## src/rtl/rth_pkg.sv

```systemverilog
// rth_pkg: shared types and constants for the RGB to HSL converter.
// No dependencies; used by the interfaces, rgb_to_hsl and the bench.
package rth_pkg;

	localparam int CH_W     = 8;
	localparam int SUM_W    = 9;
	localparam int HUE_W    = 15;
	localparam int SAT_W    = 12;
	localparam int QUO_W    = 12;
	localparam int HUE_NUM_W = CH_W + QUO_W;
	localparam int SAT_DEN_W = CH_W + 1;
	localparam int SAT_NUM_W = SAT_DEN_W + QUO_W;

	localparam logic [HUE_W-1:0] HUE_SECTOR_Q6 = 15'd3840;
	localparam logic [HUE_W-1:0] HUE_GREEN_Q6  = 15'd7680;
	localparam logic [HUE_W-1:0] HUE_BLUE_Q6   = 15'd15360;
	localparam logic [HUE_W-1:0] HUE_FULL_Q6   = 15'd23040;
	localparam logic [SAT_NUM_W-1:0] SAT_SCALE2 = 21'd8190;

	typedef struct packed {
		logic [CH_W-1:0] red;
		logic [CH_W-1:0] green;
		logic [CH_W-1:0] blue;
	} rgb_t;

	typedef struct packed {
		logic [HUE_W-1:0] hue_q6;
		logic [SAT_W-1:0] saturation_q12;
		logic [SUM_W-1:0] lightness_sum;
		logic             achromatic;
	} hsl_t;

	// side info that rides along the divider stages
	typedef struct packed {
		logic [SUM_W-1:0] sum;
		logic             grey;
		logic [HUE_W-1:0] base;
		logic             neg;
	} side_t;

endpackage

```

## src/rtl/rth_if.sv

```systemverilog
// rth_rgb_if / rth_hsl_if: valid/ready channels carrying one word each.
// Depends on rth_pkg for the payload types.
interface rth_rgb_if;
	logic         valid;
	logic         ready;
	rth_pkg::rgb_t data;
	modport source (output valid, output data, input ready);
	modport sink (input valid, input data, output ready);
endinterface

interface rth_hsl_if;
	logic         valid;
	logic         ready;
	rth_pkg::hsl_t data;
	modport source (output valid, output data, input ready);
	modport sink (input valid, input data, output ready);
endinterface

```

## src/rtl/rth_div.sv

```systemverilog
// rth_div: pipelined restoring divider, STEP quotient bits per stage.
// Needs dividend >> QUO_W below the divisor. No package dependency.
module rth_div #(
	parameter int DEN_W = 8,
	parameter int QUO_W = 12,
	parameter int STEP  = 3,
	localparam int NUM_W  = DEN_W + QUO_W,
	localparam int STAGES = (QUO_W + STEP - 1) / STEP
) (
	input  logic              clk,
	input  logic [STAGES-1:0] ld,
	input  logic [NUM_W-1:0]  num,
	input  logic [DEN_W-1:0]  dvs,
	output logic [QUO_W-1:0]  quo,
	output logic              rem_nz
);

	logic [DEN_W-1:0] rem_s [STAGES];
	logic [QUO_W-1:0] lo_s  [STAGES];
	logic [QUO_W-1:0] quo_s [STAGES];
	logic [DEN_W-1:0] dvs_s [STAGES];

	for (genvar s = 0; s < STAGES; s++) begin : g_st
		logic [DEN_W-1:0] rem_i, rem_o, dvs_i;
		logic [QUO_W-1:0] lo_i, lo_o, quo_i, quo_o;

		if (s == 0) begin : g_first
			assign rem_i = num[NUM_W-1:QUO_W];
			assign lo_i  = num[QUO_W-1:0];
			assign quo_i = '0;
			assign dvs_i = dvs;
		end else begin : g_next
			assign rem_i = rem_s[s-1];
			assign lo_i  = lo_s[s-1];
			assign quo_i = quo_s[s-1];
			assign dvs_i = dvs_s[s-1];
		end

		always_comb begin
			logic [DEN_W:0] t;
			t     = '0;
			rem_o = rem_i;
			lo_o  = lo_i;
			quo_o = quo_i;
			for (int j = 0; j < STEP; j++) begin
				if (s * STEP + j < QUO_W) begin
					t    = {rem_o, lo_o[QUO_W-1]};
					lo_o = {lo_o[QUO_W-2:0], 1'b0};
					if (t >= {1'b0, dvs_i}) begin
						rem_o = DEN_W'(t - {1'b0, dvs_i});
						quo_o = {quo_o[QUO_W-2:0], 1'b1};
					end else begin
						rem_o = t[DEN_W-1:0];
						quo_o = {quo_o[QUO_W-2:0], 1'b0};
					end
				end
			end
		end

		always_ff @(posedge clk) begin
			if (ld[s]) begin
				rem_s[s] <= rem_o;
				lo_s[s]  <= lo_o;
				quo_s[s] <= quo_o;
				dvs_s[s] <= dvs_i;
			end
		end
	end

	assign quo    = quo_s[STAGES-1];
	assign rem_nz = |rem_s[STAGES-1];

endmodule

```

## src/rtl/rgb_to_hsl.sv

```systemverilog
// rgb_to_hsl: RGB pixel to hue / saturation / lightness, one word per clock unless stalled.
// Registered stages in order: min/max, numerator
// scaling, the divider stages (DIV_STEP quotient bits each), output stage.
// Throughput one word per cycle; a stalled output holds, empty stages still fill.
// arst_n clears all stage valid bits; data registers are not reset.
// Depends on rth_pkg, rth_if, rth_div.
module rgb_to_hsl #(
	parameter int DIV_STEP = 3
) (
	input logic        clk,
	input logic        arst_n,
	rth_rgb_if.sink    pix_in,
	rth_hsl_if.source  hsl_out
);

	localparam int DIV_STAGES = (rth_pkg::QUO_W + DIV_STEP - 1) / DIV_STEP;
	localparam int NST        = DIV_STAGES + 3;

	logic [NST-1:0] vld_q;
	logic [NST:0]   ld;

	always_comb begin
		ld[NST] = hsl_out.ready;
		for (int i = NST - 1; i >= 0; i--) begin
			ld[i] = !vld_q[i] || ld[i+1];
		end
	end

	assign pix_in.ready = ld[0];

	always_ff @(posedge clk or negedge arst_n) begin
		if (!arst_n) begin
			vld_q <= '0;
		end else begin
			if (ld[0]) begin
				vld_q[0] <= pix_in.valid;
			end
			for (int i = 1; i < NST; i++) begin
				if (ld[i]) begin
					vld_q[i] <= vld_q[i-1];
				end
			end
		end
	end

	// stage 1: extremes, sector, hue offset
	logic [rth_pkg::CH_W-1:0] r, g, b, mx, mn, nabs;
	logic [rth_pkg::SUM_W-1:0] sum;
	logic [rth_pkg::CH_W-1:0] den;
	rth_pkg::side_t sb;

	assign r = pix_in.data.red;
	assign g = pix_in.data.green;
	assign b = pix_in.data.blue;

	always_comb begin
		mx  = (r >= g) ? ((r >= b) ? r : b) : ((g >= b) ? g : b);
		mn  = (r <= g) ? ((r <= b) ? r : b) : ((g <= b) ? g : b);
		sum = {1'b0, mx} + {1'b0, mn};
		den = sum[rth_pkg::CH_W] ? rth_pkg::CH_W'(9'd510 - sum) : sum[rth_pkg::CH_W-1:0];
		sb.sum  = sum;
		sb.grey = (mx == mn);
		if (mx == r) begin
			sb.neg  = g < b;
			nabs    = sb.neg ? b - g : g - b;
			sb.base = sb.neg ? rth_pkg::HUE_FULL_Q6 : '0;
		end else if (mx == g) begin
			sb.neg  = b < r;
			nabs    = sb.neg ? r - b : b - r;
			sb.base = rth_pkg::HUE_GREEN_Q6;
		end else begin
			sb.neg  = r < g;
			nabs    = sb.neg ? g - r : r - g;
			sb.base = rth_pkg::HUE_BLUE_Q6;
		end
	end

	logic [rth_pkg::CH_W-1:0] d_s1, den_s1, nabs_s1;
	rth_pkg::side_t sb_s1;

	always_ff @(posedge clk) begin
		if (ld[0]) begin
			d_s1    <= mx - mn;
			den_s1  <= den;
			nabs_s1 <= nabs;
			sb_s1   <= sb;
		end
	end

	// stage 2: divider operands
	logic [rth_pkg::HUE_NUM_W-1:0] hue_num_s2;
	logic [rth_pkg::CH_W-1:0]      hue_dvs_s2;
	logic [rth_pkg::SAT_NUM_W-1:0] sat_num_s2;
	logic [rth_pkg::SAT_DEN_W-1:0] sat_dvs_s2;
	rth_pkg::side_t sb_s2;

	always_ff @(posedge clk) begin
		if (ld[1]) begin
			hue_num_s2 <= rth_pkg::HUE_NUM_W'(nabs_s1)
				* rth_pkg::HUE_NUM_W'(rth_pkg::HUE_SECTOR_Q6);
			hue_dvs_s2 <= d_s1;
			sat_num_s2 <= rth_pkg::SAT_NUM_W'(d_s1) * rth_pkg::SAT_SCALE2
				+ rth_pkg::SAT_NUM_W'(den_s1);
			sat_dvs_s2 <= {den_s1, 1'b0};
			sb_s2      <= sb_s1;
		end
	end

	// divider stages
	logic [rth_pkg::QUO_W-1:0] hue_quo, sat_quo;
	logic                      hue_rnz, sat_rnz;

	rth_div #(
		.DEN_W (rth_pkg::CH_W),
		.QUO_W (rth_pkg::QUO_W),
		.STEP  (DIV_STEP)
	) u_hue_div (
		.clk    (clk),
		.ld     (ld[NST-2:2]),
		.num    (hue_num_s2),
		.dvs    (hue_dvs_s2),
		.quo    (hue_quo),
		.rem_nz (hue_rnz)
	);

	rth_div #(
		.DEN_W (rth_pkg::SAT_DEN_W),
		.QUO_W (rth_pkg::QUO_W),
		.STEP  (DIV_STEP)
	) u_sat_div (
		.clk    (clk),
		.ld     (ld[NST-2:2]),
		.num    (sat_num_s2),
		.dvs    (sat_dvs_s2),
		.quo    (sat_quo),
		.rem_nz (sat_rnz)
	);

	// side info, one entry per divider stage
	rth_pkg::side_t sb_s3 [DIV_STAGES];

	always_ff @(posedge clk) begin
		if (ld[2]) begin
			sb_s3[0] <= sb_s2;
		end
		for (int k = 1; k < DIV_STAGES; k++) begin
			if (ld[k+2]) begin
				sb_s3[k] <= sb_s3[k-1];
			end
		end
	end

	// output stage: negative offsets round toward the lower hue
	rth_pkg::side_t sb_o;
	rth_pkg::hsl_t  res;
	rth_pkg::hsl_t  res_q;

	assign sb_o = sb_s3[DIV_STAGES-1];

	always_comb begin
		res.lightness_sum = sb_o.sum;
		res.achromatic    = sb_o.grey;
		if (sb_o.grey) begin
			res.hue_q6         = '0;
			res.saturation_q12 = '0;
		end else begin
			res.saturation_q12 = sat_quo;
			if (sb_o.neg) begin
				res.hue_q6 = sb_o.base - rth_pkg::HUE_W'(hue_quo)
					- rth_pkg::HUE_W'(hue_rnz);
			end else begin
				res.hue_q6 = sb_o.base + rth_pkg::HUE_W'(hue_quo);
			end
		end
	end

	always_ff @(posedge clk) begin
		if (ld[NST-1]) begin
			res_q <= res;
		end
	end

	assign hsl_out.valid = vld_q[NST-1];
	assign hsl_out.data  = res_q;

	logic unused_sat_rnz;
	assign unused_sat_rnz = sat_rnz;

endmodule

```

## src/flat_wrapper.sv

```systemverilog
// flat-port wrapper written by rule: the top's interface ports become plain ports
module rgb_to_hsl_flat 
#(
	parameter int DIV_STEP = 3
)
  (clk, arst_n, pix_in_valid, pix_in_data, pix_in_ready, hsl_out_valid, hsl_out_data, hsl_out_ready);
  rth_rgb_if pix_in_i ();
  rth_hsl_if hsl_out_i ();
  input logic clk;
  input logic arst_n;
  input wire logic [$bits(pix_in_i.valid)-1:0] pix_in_valid;
  input wire logic [$bits(pix_in_i.data)-1:0] pix_in_data;
  output wire logic [$bits(pix_in_i.ready)-1:0] pix_in_ready;
  output wire logic [$bits(hsl_out_i.valid)-1:0] hsl_out_valid;
  output wire logic [$bits(hsl_out_i.data)-1:0] hsl_out_data;
  input wire logic [$bits(hsl_out_i.ready)-1:0] hsl_out_ready;
  assign pix_in_i.valid = pix_in_valid;
  assign pix_in_i.data = pix_in_data;
  assign pix_in_ready = pix_in_i.ready;
  assign hsl_out_valid = hsl_out_i.valid;
  assign hsl_out_data = hsl_out_i.data;
  assign hsl_out_i.ready = hsl_out_ready;
  rgb_to_hsl #(.DIV_STEP(DIV_STEP)) u_core (.clk(clk), .arst_n(arst_n), .pix_in(pix_in_i), .hsl_out(hsl_out_i));
endmodule
```

## config.mk

```make
export PLATFORM = sky130hd
export DESIGN_NAME = rgb_to_hsl_flat
export DESIGN_NICKNAME = d
export VERILOG_FILES = /design/src/rtl/rth_pkg.sv /design/src/rtl/rth_if.sv /design/src/rtl/rth_div.sv /design/src/rtl/rgb_to_hsl.sv /design/src/flat_wrapper.sv
export SDC_FILE = /design/constraint.sdc
export NUM_CORES = 1
export LEC_CHECK = 0
export BUFFER_PORTS_ARGS = -buffer_cell sky130_fd_sc_hd__buf_4
export CELL_PAD_IN_SITES_DETAIL_PLACEMENT = 0
export CELL_PAD_IN_SITES_GLOBAL_PLACEMENT = 1
export CORE_MARGIN = 2
export CORE_UTILIZATION = 45
export CTS_CLUSTER_DIAMETER = 50
export CTS_CLUSTER_SIZE = 25
export DETAILED_ROUTE_END_ITERATION = 10
export PLACE_DENSITY_LB_ADDON = 0.15
export SKIP_CTS_REPAIR_TIMING = 1
export SLEW_MARGIN = 40
export SYNTH_ARGS = -nofsm -noshare
export SYNTH_HDL_FRONTEND = slang
export SYNTH_HIERARCHICAL = 1
export SYNTH_SLANG_ARGS = --single-unit
```

## constraint.sdc

```tcl
create_clock -name clk -period 9.3 [get_ports clk]
set_input_delay 1.395 -clock clk [delete_from_list [all_inputs] [get_ports clk]]
set_output_delay 1.395 -clock clk [all_outputs]
set_load 0.01 [all_outputs]
```

# After elaboration in Yosys (flattened, before gate mapping)
# Memory sizes are Yosys's and may differ from the RTL's. A register that Yosys moved wholly into a read port is not among the register bits.
# Index checks and enable logic that the tools add are counted.
dict set report totals {
  ramBits 408
  input_bits 28
  reg_bits 157
  out_inout_bits 39
  memories 9
}
dict set report op_classes {
  mux 72
  n_eq_ne 3
  add_sub_neg 37
  order_cmp 33
  reduce_logical 15
  mul 2
}
# memory words width rd rd_ports_with_merged_regs wr line
set mem_list {}
lappend mem_list {u_core.sb_s3 4 26 4 0 4 rgb_to_hsl.sv:140} ;# rth_pkg::side_t sb_s3 [DIV_STAGES];
lappend mem_list {u_core.u_hue_div.quo_s 4 12 4 0 4 rth_div.sv:20} ;# logic [QUO_W-1:0] quo_s [STAGES];
lappend mem_list {u_core.u_sat_div.quo_s 4 12 4 1 4 rth_div.sv:20}
lappend mem_list {u_core.u_hue_div.lo_s 4 9 3 0 4 rth_div.sv:19} ;# logic [QUO_W-1:0] lo_s [STAGES];
lappend mem_list {u_core.u_sat_div.dvs_s 4 9 3 0 4 rth_div.sv:21} ;# logic [DEN_W-1:0] dvs_s [STAGES];
lappend mem_list {u_core.u_sat_div.lo_s 4 9 3 0 4 rth_div.sv:19}
lappend mem_list {{+3 memories} - - - - - -}
# cell count
set op_table {}
lappend op_table {{8-bit two-way mux} 24}
lappend op_table {{8-bit subtractor} 19}
lappend op_table {{10-bit by 9-bit >= comparator with 1-bit output} 12}
lappend op_table {{9-bit by 8-bit >= comparator with 1-bit output} 12}
lappend op_table {{9-bit two-way mux} 12}
lappend op_table {{9-bit subtractor} 12}
lappend op_table {{15-bit two-way mux} 3}
lappend op_table {{1-bit two-way mux} 32}
lappend op_table {{8-bit equality test} 3}
lappend op_table {{8-bit >= comparator} 3}
lappend op_table {{8-bit less-or-equal comparator} 3}
lappend op_table {{8-bit < comparator} 3}
lappend op_table {{21-bit by 8-bit adder with 21-bit output} 1}
lappend op_table {{8-bit by 12-bit multiplier with 20-bit output, second input constant} 1}
lappend op_table {{16-bit two-way mux} 1}
lappend op_table {{15-bit by 12-bit adder with 15-bit output} 1}
lappend op_table {{15-bit by 1-bit subtractor with 15-bit output} 1}
lappend op_table {{15-bit by 12-bit subtractor with 15-bit output} 1}
lappend op_table {{8-bit by 4-bit multiplier with 12-bit output, second input constant} 1}
lappend op_table {{8-bit by 8-bit adder with 9-bit output} 1}
lappend op_table {{8-bit OR reduction} 1}
lappend op_table {{8-bit subtractor, first input constant} 1}
lappend op_table {{1-bit logical NOT} 7}
lappend op_table {{1-bit logical OR} 7}

# Depth between registers and ports, before layout
# Gate-level depths: netlist of the first run.
dict set report depth {
  depth_word 8
  depth_mapped 29
  ltp_nobuf 27
}

# Cells and area by module
# The synthesis of the first run kept the hierarchy.
# mod cells_each n_inst area_per_inst_um2
set by_module_without_submodules {}
lappend by_module_without_submodules {rgb_to_hsl 1146 1 13653.1}
lappend by_module_without_submodules {{rth_div at u_core.u_sat_div} 872 1 8974.9}
lappend by_module_without_submodules {{rth_div at u_core.u_hue_div} 775 1 8240.4}

# Worst setup path after synthesis of the first run
# Ideal clock, no wire load.
dict set report synth_path {
  path_kind {input -> output}
  start {input hsl_out_ready}
  end {output pix_in_ready}
  t_required_ps 7905
  path_stages 4
  path_slack_ps 2485
  t_arrival_ps 5420
  cell_sequence {nor2b_1 nand3_1 nor2_1 nand4_1}
}
dict set report synth_between {
  elab_chain_cells 7
}
# element line
set synth_lines {}
lappend synth_lines {{start, declared} flat_wrapper.sv:16} ;# input wire logic [$bits(hsl_out_i.ready)-1:0] hsl_out_ready;
lappend synth_lines {{1-bit logical OR (3 in a row)} rgb_to_hsl.sv:25} ;# ld[i] = !vld_q[i] || ld[i+1];
lappend synth_lines {{via u_core.ld[4]} rgb_to_hsl.sv:20} ;# logic [NST:0] ld;
lappend synth_lines {{1-bit logical OR (4 in a row)} rgb_to_hsl.sv:25}
lappend synth_lines {{end, declared} flat_wrapper.sv:13} ;# output wire logic [$bits(pix_in_i.ready)-1:0] pix_in_ready;
# The timed path passes the listed nets, and every way through them passes these cells.

==> metrics.yaml, run 1 <==
clocking:
  path_clk_slew_ps: 80
  cts_buffer_depth: 3
  cts_tree: "built"
  cts-root-buf: "clkbuf_16"
  worstSkewPairLatency_ps: 590
  numCtsBuffers: 47
  cts_max_level: 2
  cts_sinks: 414
global_routing:
  track_usage_pct: 19.4
  grt_pass1_vias: 20800
  grt_max_degree: 76
  antenna_found_initial: 3
  grt_pass1_wl_um: 110000
  gr-total-overflow: 0
placed_design:
  dp_hpwl_um: 52500
  gp_congestion: 0.925
  io_buffers: 66
  dpl_worst_slack_ps: 1680
sta:
  fmax_mhz: 131
  max_slew_margin_pct: 47.2
  finalWorstSetupSlack_ps: 1640
  hold_viol_final: 0
  skew_ps: 33.5
  drv_slew: 0
  rsz0062_at_grt: "no"
  setup_viol_count_final: 0
  fin_crit_sh_pct: 82.3
  max_slew.worst_pin.slew_ps: 790
  period_minus_slack_ps: 7660
  fin_setup_tns_ps: 0
yosys:
  netlist_instances: 2755
  ys_warn_count: 6
  postSynthAreaPerCell_sq_um: 11.0
  synthesis.area_sq_um: 30400
outcome:
  status: "completed"
final_layout:
  area_growth_pct: 11.6
  n_antenna_cell: 0
  nets: 3319
  fillers: 5887
  drive_gt1_share_pct: 11.8
critical_path:
  path_class: "reg2reg"
  required_ps: 9650
  start_kind: "flip-flop"
  crit_end: "u_core/u_sat_div/rem_s[2][8]"
  end_kind: "flip-flop"
  cp.arrival_ps: 8000
  cp_max_fo: 15
  rr_startpoint: "u_core/u_sat_div/dvs_s[1][1]"
  r2r_end: "u_core/u_sat_div/rem_s[2][8]"
  startpoint: "u_core/u_sat_div/dvs_s[1][1]"
  rrSetupSlack_ps: 1640
  rr_worst_depth: 24
job:
  drv_cap: 0
routing:
  drc_errors: 0
  num_vias: 20600
  drtIter0Drc: 1080
  drtPass1Iterations: 6
  via_per_inst: 5.46
  detail-route-antenna-nets: 0
  routed_wl_um: 67400
  wl_per_cell_um: 17.8
die:
  num_rows: 95
  floorplan.initialDensity_pct: 45.3
  die_area_sq_um: 69600
  ios: 67
  fp.coreArea_sq_um: 67000
  dieHeight_um: 264
  die_w_um: 264
worst_hold_path:
  min_path_type: "reg2reg"
==> metal layers <==
| metal | vias up | share of wire [%] | track usage, % | wire [um] |
|---|---|---|---|---|
| met5 | - | 0.015 | 0 | 10 |
| met4 | 2 | 2.4 | 5.13 | 1640 |
| met3 | 103 | 3.8 | 2.62 | 2550 |
| met2 | 387 | 46 | 32.3 | 31200 |
| met1 | 9879 | 47 | 26.6 | 32000 |
| li1 | 10200 | - | - | - |
==> worst min-delay path by stage <==
stage	startpoint	endpoint	slack, ps	depth (start not counted)
after floorplan	u_core/sb_s3[3][17]	u_core/hsl_out.data[1]	400	0
after global placement	u_core/sb_s1[14]	u_core/sb_s2[14]	400	0
after detailed placement	u_core/sb_s3[3][17]	u_core/hsl_out.data[1]	400	0
after CTS	u_core/sb_s2[25]	u_core/sb_s3[0][25]	390	0
after global routing	u_core/sb_s1[20]	u_core/sb_s2[20]	410	0
final	u_core/sb_s2[25]	u_core/sb_s3[0][25]	390	0
==> worst max-delay path: stages, from the launching register on <==
cell	delay, ps
edfxtp_1	420
inv_1	170
fa_1	500
a211oi_1	280
o21bai_1	180
o221a_2	300
nor2_1	590
mux2_2	430
ha_1	330
nor2b_1	150
o21ai_1	180
a21oi_1	120
or3_1	350
a221o_1	510
inv_1	230
mux2i_1	290
ha_1	320
a21o_1	190
a21oi_1	260
nor2_1	70
nor2_1	90
nand2_1	80
o21a_1	220
a2111oi_4	730
mux2_2	420
==> state kept, by name (all words and copies together), names as in the netlist, 24 cells and up <==
name / flops
u_core/hsl_out.data: 37
u_core/sb_s3: 64
u_core/u_hue_div/dvs_s: 24
u_core/u_hue_div/quo_s: 30
u_core/u_hue_div/rem_s: 32
u_core/u_sat_div/dvs_s: 27
u_core/u_sat_div/quo_s: 30
u_core/u_sat_div/rem_s: 27
==> through the flow <==
stage	cells	instance area (sq um)	utilization, %	hold slack (ps)
floorplan	2766	30400	-	400
global placement	3689	32000	47.7	400
detailed placement	3689	32000	47.7	405
CTS	3775	33800	50.5	390
global route	3776	33900	50.5	405
finish	3776	33900	50.5	392
==> cell type report <==
cell class                      instances  area (sq um)  area share, %
Multi-Input combinational cell       2021         16800           49.6
Sequential cell                       414         12400           36.6
Clock buffer                           50          1230           3.63
Inverter                              301          1130           3.34
Tap cell                              873          1090           3.23
Clock inverter                         36           616           1.82
Timing Repair Buffer                   81           616           1.82
==> layout by cell type (no fill, tap or decap), drive strengths merged, types with 44 or more instances in the layout <==
cell type and n:
buf 81, clkbuf 50, xor2 85, nand4 44
nor2 173, o21ai 125, ha 351, mux2 109
fa 74, xnor2 136, a21o 53, nand2 116
a21oi 209, mux2i 63, nor2b 63, inv 327
edfxtp 407
Power of run 1 is not shown: default switching activity piles up to over one toggle a cycle in this logic, so the estimate is an artifact.
==> run 2: changes to the inputs <==
--- a/config.mk
+++ b/config.mk
@@ -5,6 +5,7 @@
 export SDC_FILE = /design/constraint.sdc
 export NUM_CORES = 1
 export LEC_CHECK = 0
+export ABC_AREA = 1
 export BUFFER_PORTS_ARGS = -buffer_cell sky130_fd_sc_hd__buf_4
 export CELL_PAD_IN_SITES_DETAIL_PLACEMENT = 0
 export CELL_PAD_IN_SITES_GLOBAL_PLACEMENT = 1
==> constraint.sdc (replaced) <==
create_clock -name clk -period 6.36 [get_ports clk]
set_input_delay 0.954 -clock clk [delete_from_list [all_inputs] [get_ports clk]]
set_output_delay 0.954 -clock clk [all_outputs]
set_load 0.01 [all_outputs]
==> metrics.yaml, run 2 <==
global_routing:
  grt_pass1_vias: 23400
  gr-total-overflow: 0
  antenna_found_initial: 0
  grt_pass1_wl_um: 123000
  grt_max_degree: 76
  track_usage_pct: 20.1
critical_path:
  rrSetupSlack_ps: 630
  cp_top_family: "adder cells"
  cp_num_buf_inv: 5
  cp_max_fo: 6
  cpPeakStageDelay_ps: 730
  cp_slowest_cell: "fa_1"
  critPathMostFrequentCell: "inv_1"
  path_class: "reg2reg"
  end_kind: "flip-flop"
  cp_cell_sequence: "fa_1, inv_1, fa_1, inv_1, fa_1, inv_1, fa_1, inv_1, ha_1, a21oi_1, a21boi_1, xnor2_1, and2_1, inv_1, nor2_1, nand3_1, nor2_1, nand2_1, xor2_1"
  start_kind: "flip-flop"
  cp.arrival_ps: 6060
  required_ps: 6690
routing:
  via_per_inst: 5.00
  drtPass1Iterations: 5
  detail-route-antenna-nets: 0
  routed_wl_um: 75500
  drtIter0Drc: 1455
  drc_errors: 0
  num_vias: 24400
  wl_per_cell_um: 15.5
die:
  ios: 67
  dieHeight_um: 276
  floorplan.initialDensity_pct: 45.5
  die_area_sq_um: 76000
  num_rows: 99
  die_w_um: 276
  fp.coreArea_sq_um: 73000
final_layout:
  largest_reg_flops: 64
  fillers: 6907
  nets: 4337
  largest-register: "u_core/sb_s3"
  drive_gt1_share_pct: 12.1
  n_antenna_cell: 0
  area_growth_pct: 10.6
  final_cell_mix: "nand2_1, inv_1, edfxtp_1, ha_1, a21oi_1"
  layout_commonest_cell: "nand2_1"
clocking:
  worstSkewPairLatency_ps: 600
  numCtsBuffers: 50
  cts_sinks: 414
  cts_tree: "built"
  cts-root-buf: "clkbuf_16"
  cts_max_level: 2
  path_clk_slew_ps: 70
  cts_buffer_depth: 3
worst_hold_path:
  min_path_type: "in2async"
job:
  drv_cap: 0
sta:
  fin_setup_tns_ps: 0
  rsz0062_at_grt: "no"
  period_minus_slack_ps: 5730
  max_slew.worst_pin.slew_ps: 728
  setup_viol_count_final: 0
  fmax_mhz: 174
  hold_viol_final: 0
  fin_crit_sh_pct: 90.1
  skew_ps: 20.9
  drv_slew: 0
  max_slew_margin_pct: 51.5
placed_design:
  io_buffers: 66
  gp_congestion: 0.889
  dp_hpwl_um: 61300
yosys:
  synthesis.area_sq_um: 33200
  netlist_instances: 3776
  postSynthAreaPerCell_sq_um: 8.79
  ys_warn_count: 6
outcome:
  status: "completed"
run 2: changes by cell type in the layout (fill, tap and decap cells not counted), moves of 66 or more:
| cell | previous run | this run |
|---|---|---|
| xnor2_1 | 136 | 65 |
| nand3_1 | 25 | 186 |
| inv_1 | 298 | 545 |
| nand2_2 | 2 | 68 |
| mux2_2 | 98 | 1 |
| nand2_1 | 113 | 966 |
run 2: final cells by class:
class                      count  area, sq um  share of cell area (%)
clock buffer                  53         1330                    3.61
clock inverter                40          577                    1.57
inverter                     576         2200                    5.98
multi-input combinational   2764        18400                    50.2
sequential                   414        12400                    33.7
tap                          959         1200                    3.27
timing repair buffer          78          593                    1.61
run 2: path summary, 6_finish.rpt:
check,endpoint,start,depth (start not counted)
worst max-delay path,u_core/sat_num_s2[17],u_core/d_s1[6],19
worst min-delay path,u_core/vld_q[5],arst_n,1
worst max register to register,u_core/sat_num_s2[17],u_core/d_s1[6],19
worst min register to register,u_core/u_sat_div/quo_s[2][5],u_core/u_sat_div/quo_s[1][2],0
max in group asynchronous,u_core/vld_q[2],arst_n,1
min in group clk,u_core/u_sat_div/quo_s[2][5],u_core/u_sat_div/quo_s[1][2],0
run 2: per-stage QoR:
stage                     utilization (%)  hold WS [ps]  worst slack, ps  area [sq um]  instances
after detailed placement             47.7           405              609         34800       4791
final                                50.4           189              627         36700       4884
after floorplan                         -           400            -1860         33300       3787
after CTS                            50.4           150              594         36700       4884
after global placement               47.7           401              746         34800       4791
after global routing                 50.4           161              215         36700       4884
run 2: worst register-to-register path, cell delays in order, from the launching register on:
cell      delay (ps)
edfxtp_1         570
fa_1             730
inv_1            140
fa_1             520
inv_1            120
fa_1             550
inv_1             50
fa_1             500
inv_1             40
ha_1             350
a21oi_1          260
a21boi_1         400
xnor2_1          240
and2_1           250
inv_1             50
nor2_1           220
nand3_1          170
nor2_1           120
nand2_1           60
xor2_1           150
run 2: per-layer routing:
layer | wire (um) | vias up | global-route usage [%]
li1 | - | 12800 | -
met1 | 36200 | 11100 | 27.9
met2 | 34700 | 418 | 33.4
met3 | 2970 | 81 | 2.57
met4 | 1650 | 0 | 4.94
met5 | 0 | - | 0
Power of run 2 is left out for the same reason.
==> run 3: changes to the inputs <==
--- a/config.mk
+++ b/config.mk
@@ -6,7 +6,6 @@
 export NUM_CORES = 1
 export LEC_CHECK = 0
 export ABC_AREA = 1
-export BUFFER_PORTS_ARGS = -buffer_cell sky130_fd_sc_hd__buf_4
 export CELL_PAD_IN_SITES_DETAIL_PLACEMENT = 0
 export CELL_PAD_IN_SITES_GLOBAL_PLACEMENT = 1
 export CORE_MARGIN = 2
@@ -14,6 +13,7 @@
 export CTS_CLUSTER_DIAMETER = 50
 export CTS_CLUSTER_SIZE = 25
 export DETAILED_ROUTE_END_ITERATION = 10
+export DONT_BUFFER_PORTS = 1
 export PLACE_DENSITY_LB_ADDON = 0.15
 export SKIP_CTS_REPAIR_TIMING = 1
 export SLEW_MARGIN = 40
==> metrics.yaml, run 3 (same netlist as run 2, synthesis figures left out) <==
routing:
  drtPass1Iterations: 5
  drc_errors: 0
  routed.top_layer: "met4"
  m1WireLength_um: 36600
  wl_per_cell_um: 15.9
  routed_wl_um: 76400
  met2_length_um: 34300
  drtIter0Drc: 1270
  met3_wirelength_um: 3660
  detail-route-antenna-nets: 0
  num_vias: 24200
  via_per_inst: 5.02
clocking:
  path_clk_slew_ps: 70
  worstSkewPairLatency_ps: 610
  cts_tree: "built"
  cts_max_level: 2
  numCtsBuffers: 51
  cts-root-buf: "clkbuf_16"
  cts_buffer_depth: 3
  cts_sinks: 414
placed_design:
  gp_congestion: 0.888
  io_buffers: 0
  dp.cells: 4723
  dp_hpwl_um: 61600
  dpl_worst_slack_ps: 724
outcome:
  status: "completed"
job:
  drv_cap: 0
sta:
  period_minus_slack_ps: 5670
  fin_crit_sh_pct: 89.2
  skew_ps: 24.4
  setup_viol_count_final: 0
  max_slew.worst_pin.slew_ps: 740
  whs_ps: 51.2
  drv_slew: 0
  max_slew_margin_pct: 50.7
  hold_viol_final: 0
  rsz0062_at_grt: "no"
  finalWorstSetupSlack_ps: 688
  fin_setup_tns_ps: 0
  fmax_mhz: 176
critical_path:
  start_kind: "flip-flop"
  path_class: "reg2reg"
  rrSetupSlack_ps: 690
  end_kind: "flip-flop"
  cp_max_fo: 5
  cp.arrival_ps: 6030
  required_ps: 6710
  rr_startpoint: "u_core/d_s1[5]"
  rr_worst_depth: 19
  r2r_end: "u_core/sat_num_s2[17]"
die:
  floorplan.initialDensity_pct: 45.5
  die_area_sq_um: 76000
  num_rows: 99
  ios: 67
  fp.coreArea_sq_um: 73000
  dieHeight_um: 276
  die_w_um: 276
final_layout:
  nets: 4271
  largest_reg_flops: 64
  largest-register: "u_core/sb_s3"
  final_cell_count_no_fill: 4819
  drive_gt1_share_pct: 10.6
  final_cell_mix: "nand2_1, inv_1, edfxtp_1, ha_1, a21oi_1"
  layout_commonest_cell: "nand2_1"
  n_antenna_cell: 0
  area_growth_pct: 9.26
global_routing:
  grt_pass1_wl_um: 125000
  grt_pass1_vias: 23600
  antenna_found_initial: 0
  track_usage_pct: 20.6
  grt_max_degree: 76
  gr-total-overflow: 0
worst_hold_path:
  min_path_type: "in2async"
-- run 3: changes by cell type in the layout (fill, tap and decap cells not counted), sizes merged --
cell / previous run / this run
buf: 78 / 10
clkinv: 16 / 19
bufinv: 2 / 1
clkbuf: 53 / 54
dlygate4sd3: 0 / 1
inv: 591 / 590
-- run 3: critical path, cell delays in order, from the launching register on --
cell	delay (ps)
edfxtp_1	500
fa_1	720
inv_1	140
fa_1	510
inv_1	120
fa_1	560
inv_1	50
fa_1	500
inv_1	40
ha_1	350
a21oi_1	250
a21boi_1	410
xnor2_1	240
and2_1	240
inv_1	50
nor2_1	230
nand3_1	170
nor2_1	120
nand2_1	70
xor2_1	150
-- run 3: cell type report --
| class | instances | area, sq um |
|---|---|---|
| well taps | 959 | 1200 |
| fillers | 6956 | 36700 |
| repair buffers | 11 | 92.6 |
| flip-flops and latches | 414 | 12400 |
| inverters | 576 | 2200 |
| multi-input cells | 2764 | 18400 |
| clock inverters | 41 | 613 |
| clock buffers | 54 | 1330 |
-- run 3: worst max path at each step --
stage | depth (start not counted) | slack [ps] | end | startpoint
3_3_place_gp | 21 | 850 | u_core/sat_num_s2[20] | u_core/d_s1[2]
6_report | 19 | 690 | u_core/sat_num_s2[17] | u_core/d_s1[5]
2_1_floorplan | 12 | -1860 | u_core/hue_dvs_s2[0] | hsl_out_ready
4_1_cts | 19 | 710 | u_core/sat_num_s2[17] | u_core/d_s1[5]
3_5_place_dp | 19 | 720 | u_core/sat_num_s2[17] | u_core/d_s1[5]
5_1_grt | 30 | 280 | u_core/u_sat_div/rem_s[1][5] | u_core/u_sat_div/dvs_s[0][1]
-- run 3: routing by layer --
metal | global-route usage [%] | vias up
met5 | 0 | -
met4 | 5.63 | 0
met3 | 3.71 | 91
met2 | 33.2 | 407
met1 | 28.6 | 11000
li1 | - | 12600
-- run 3: stage by stage --
stage	instance area (sq um)	utilization, %
2_1_floorplan	33300	-
3_3_place_gp	34300	47.0
3_5_place_dp	34300	47.0
4_1_cts	36300	49.7
5_1_grt	36300	49.7
6_report	36300	49.7
Power of run 3 is left out for the same reason.
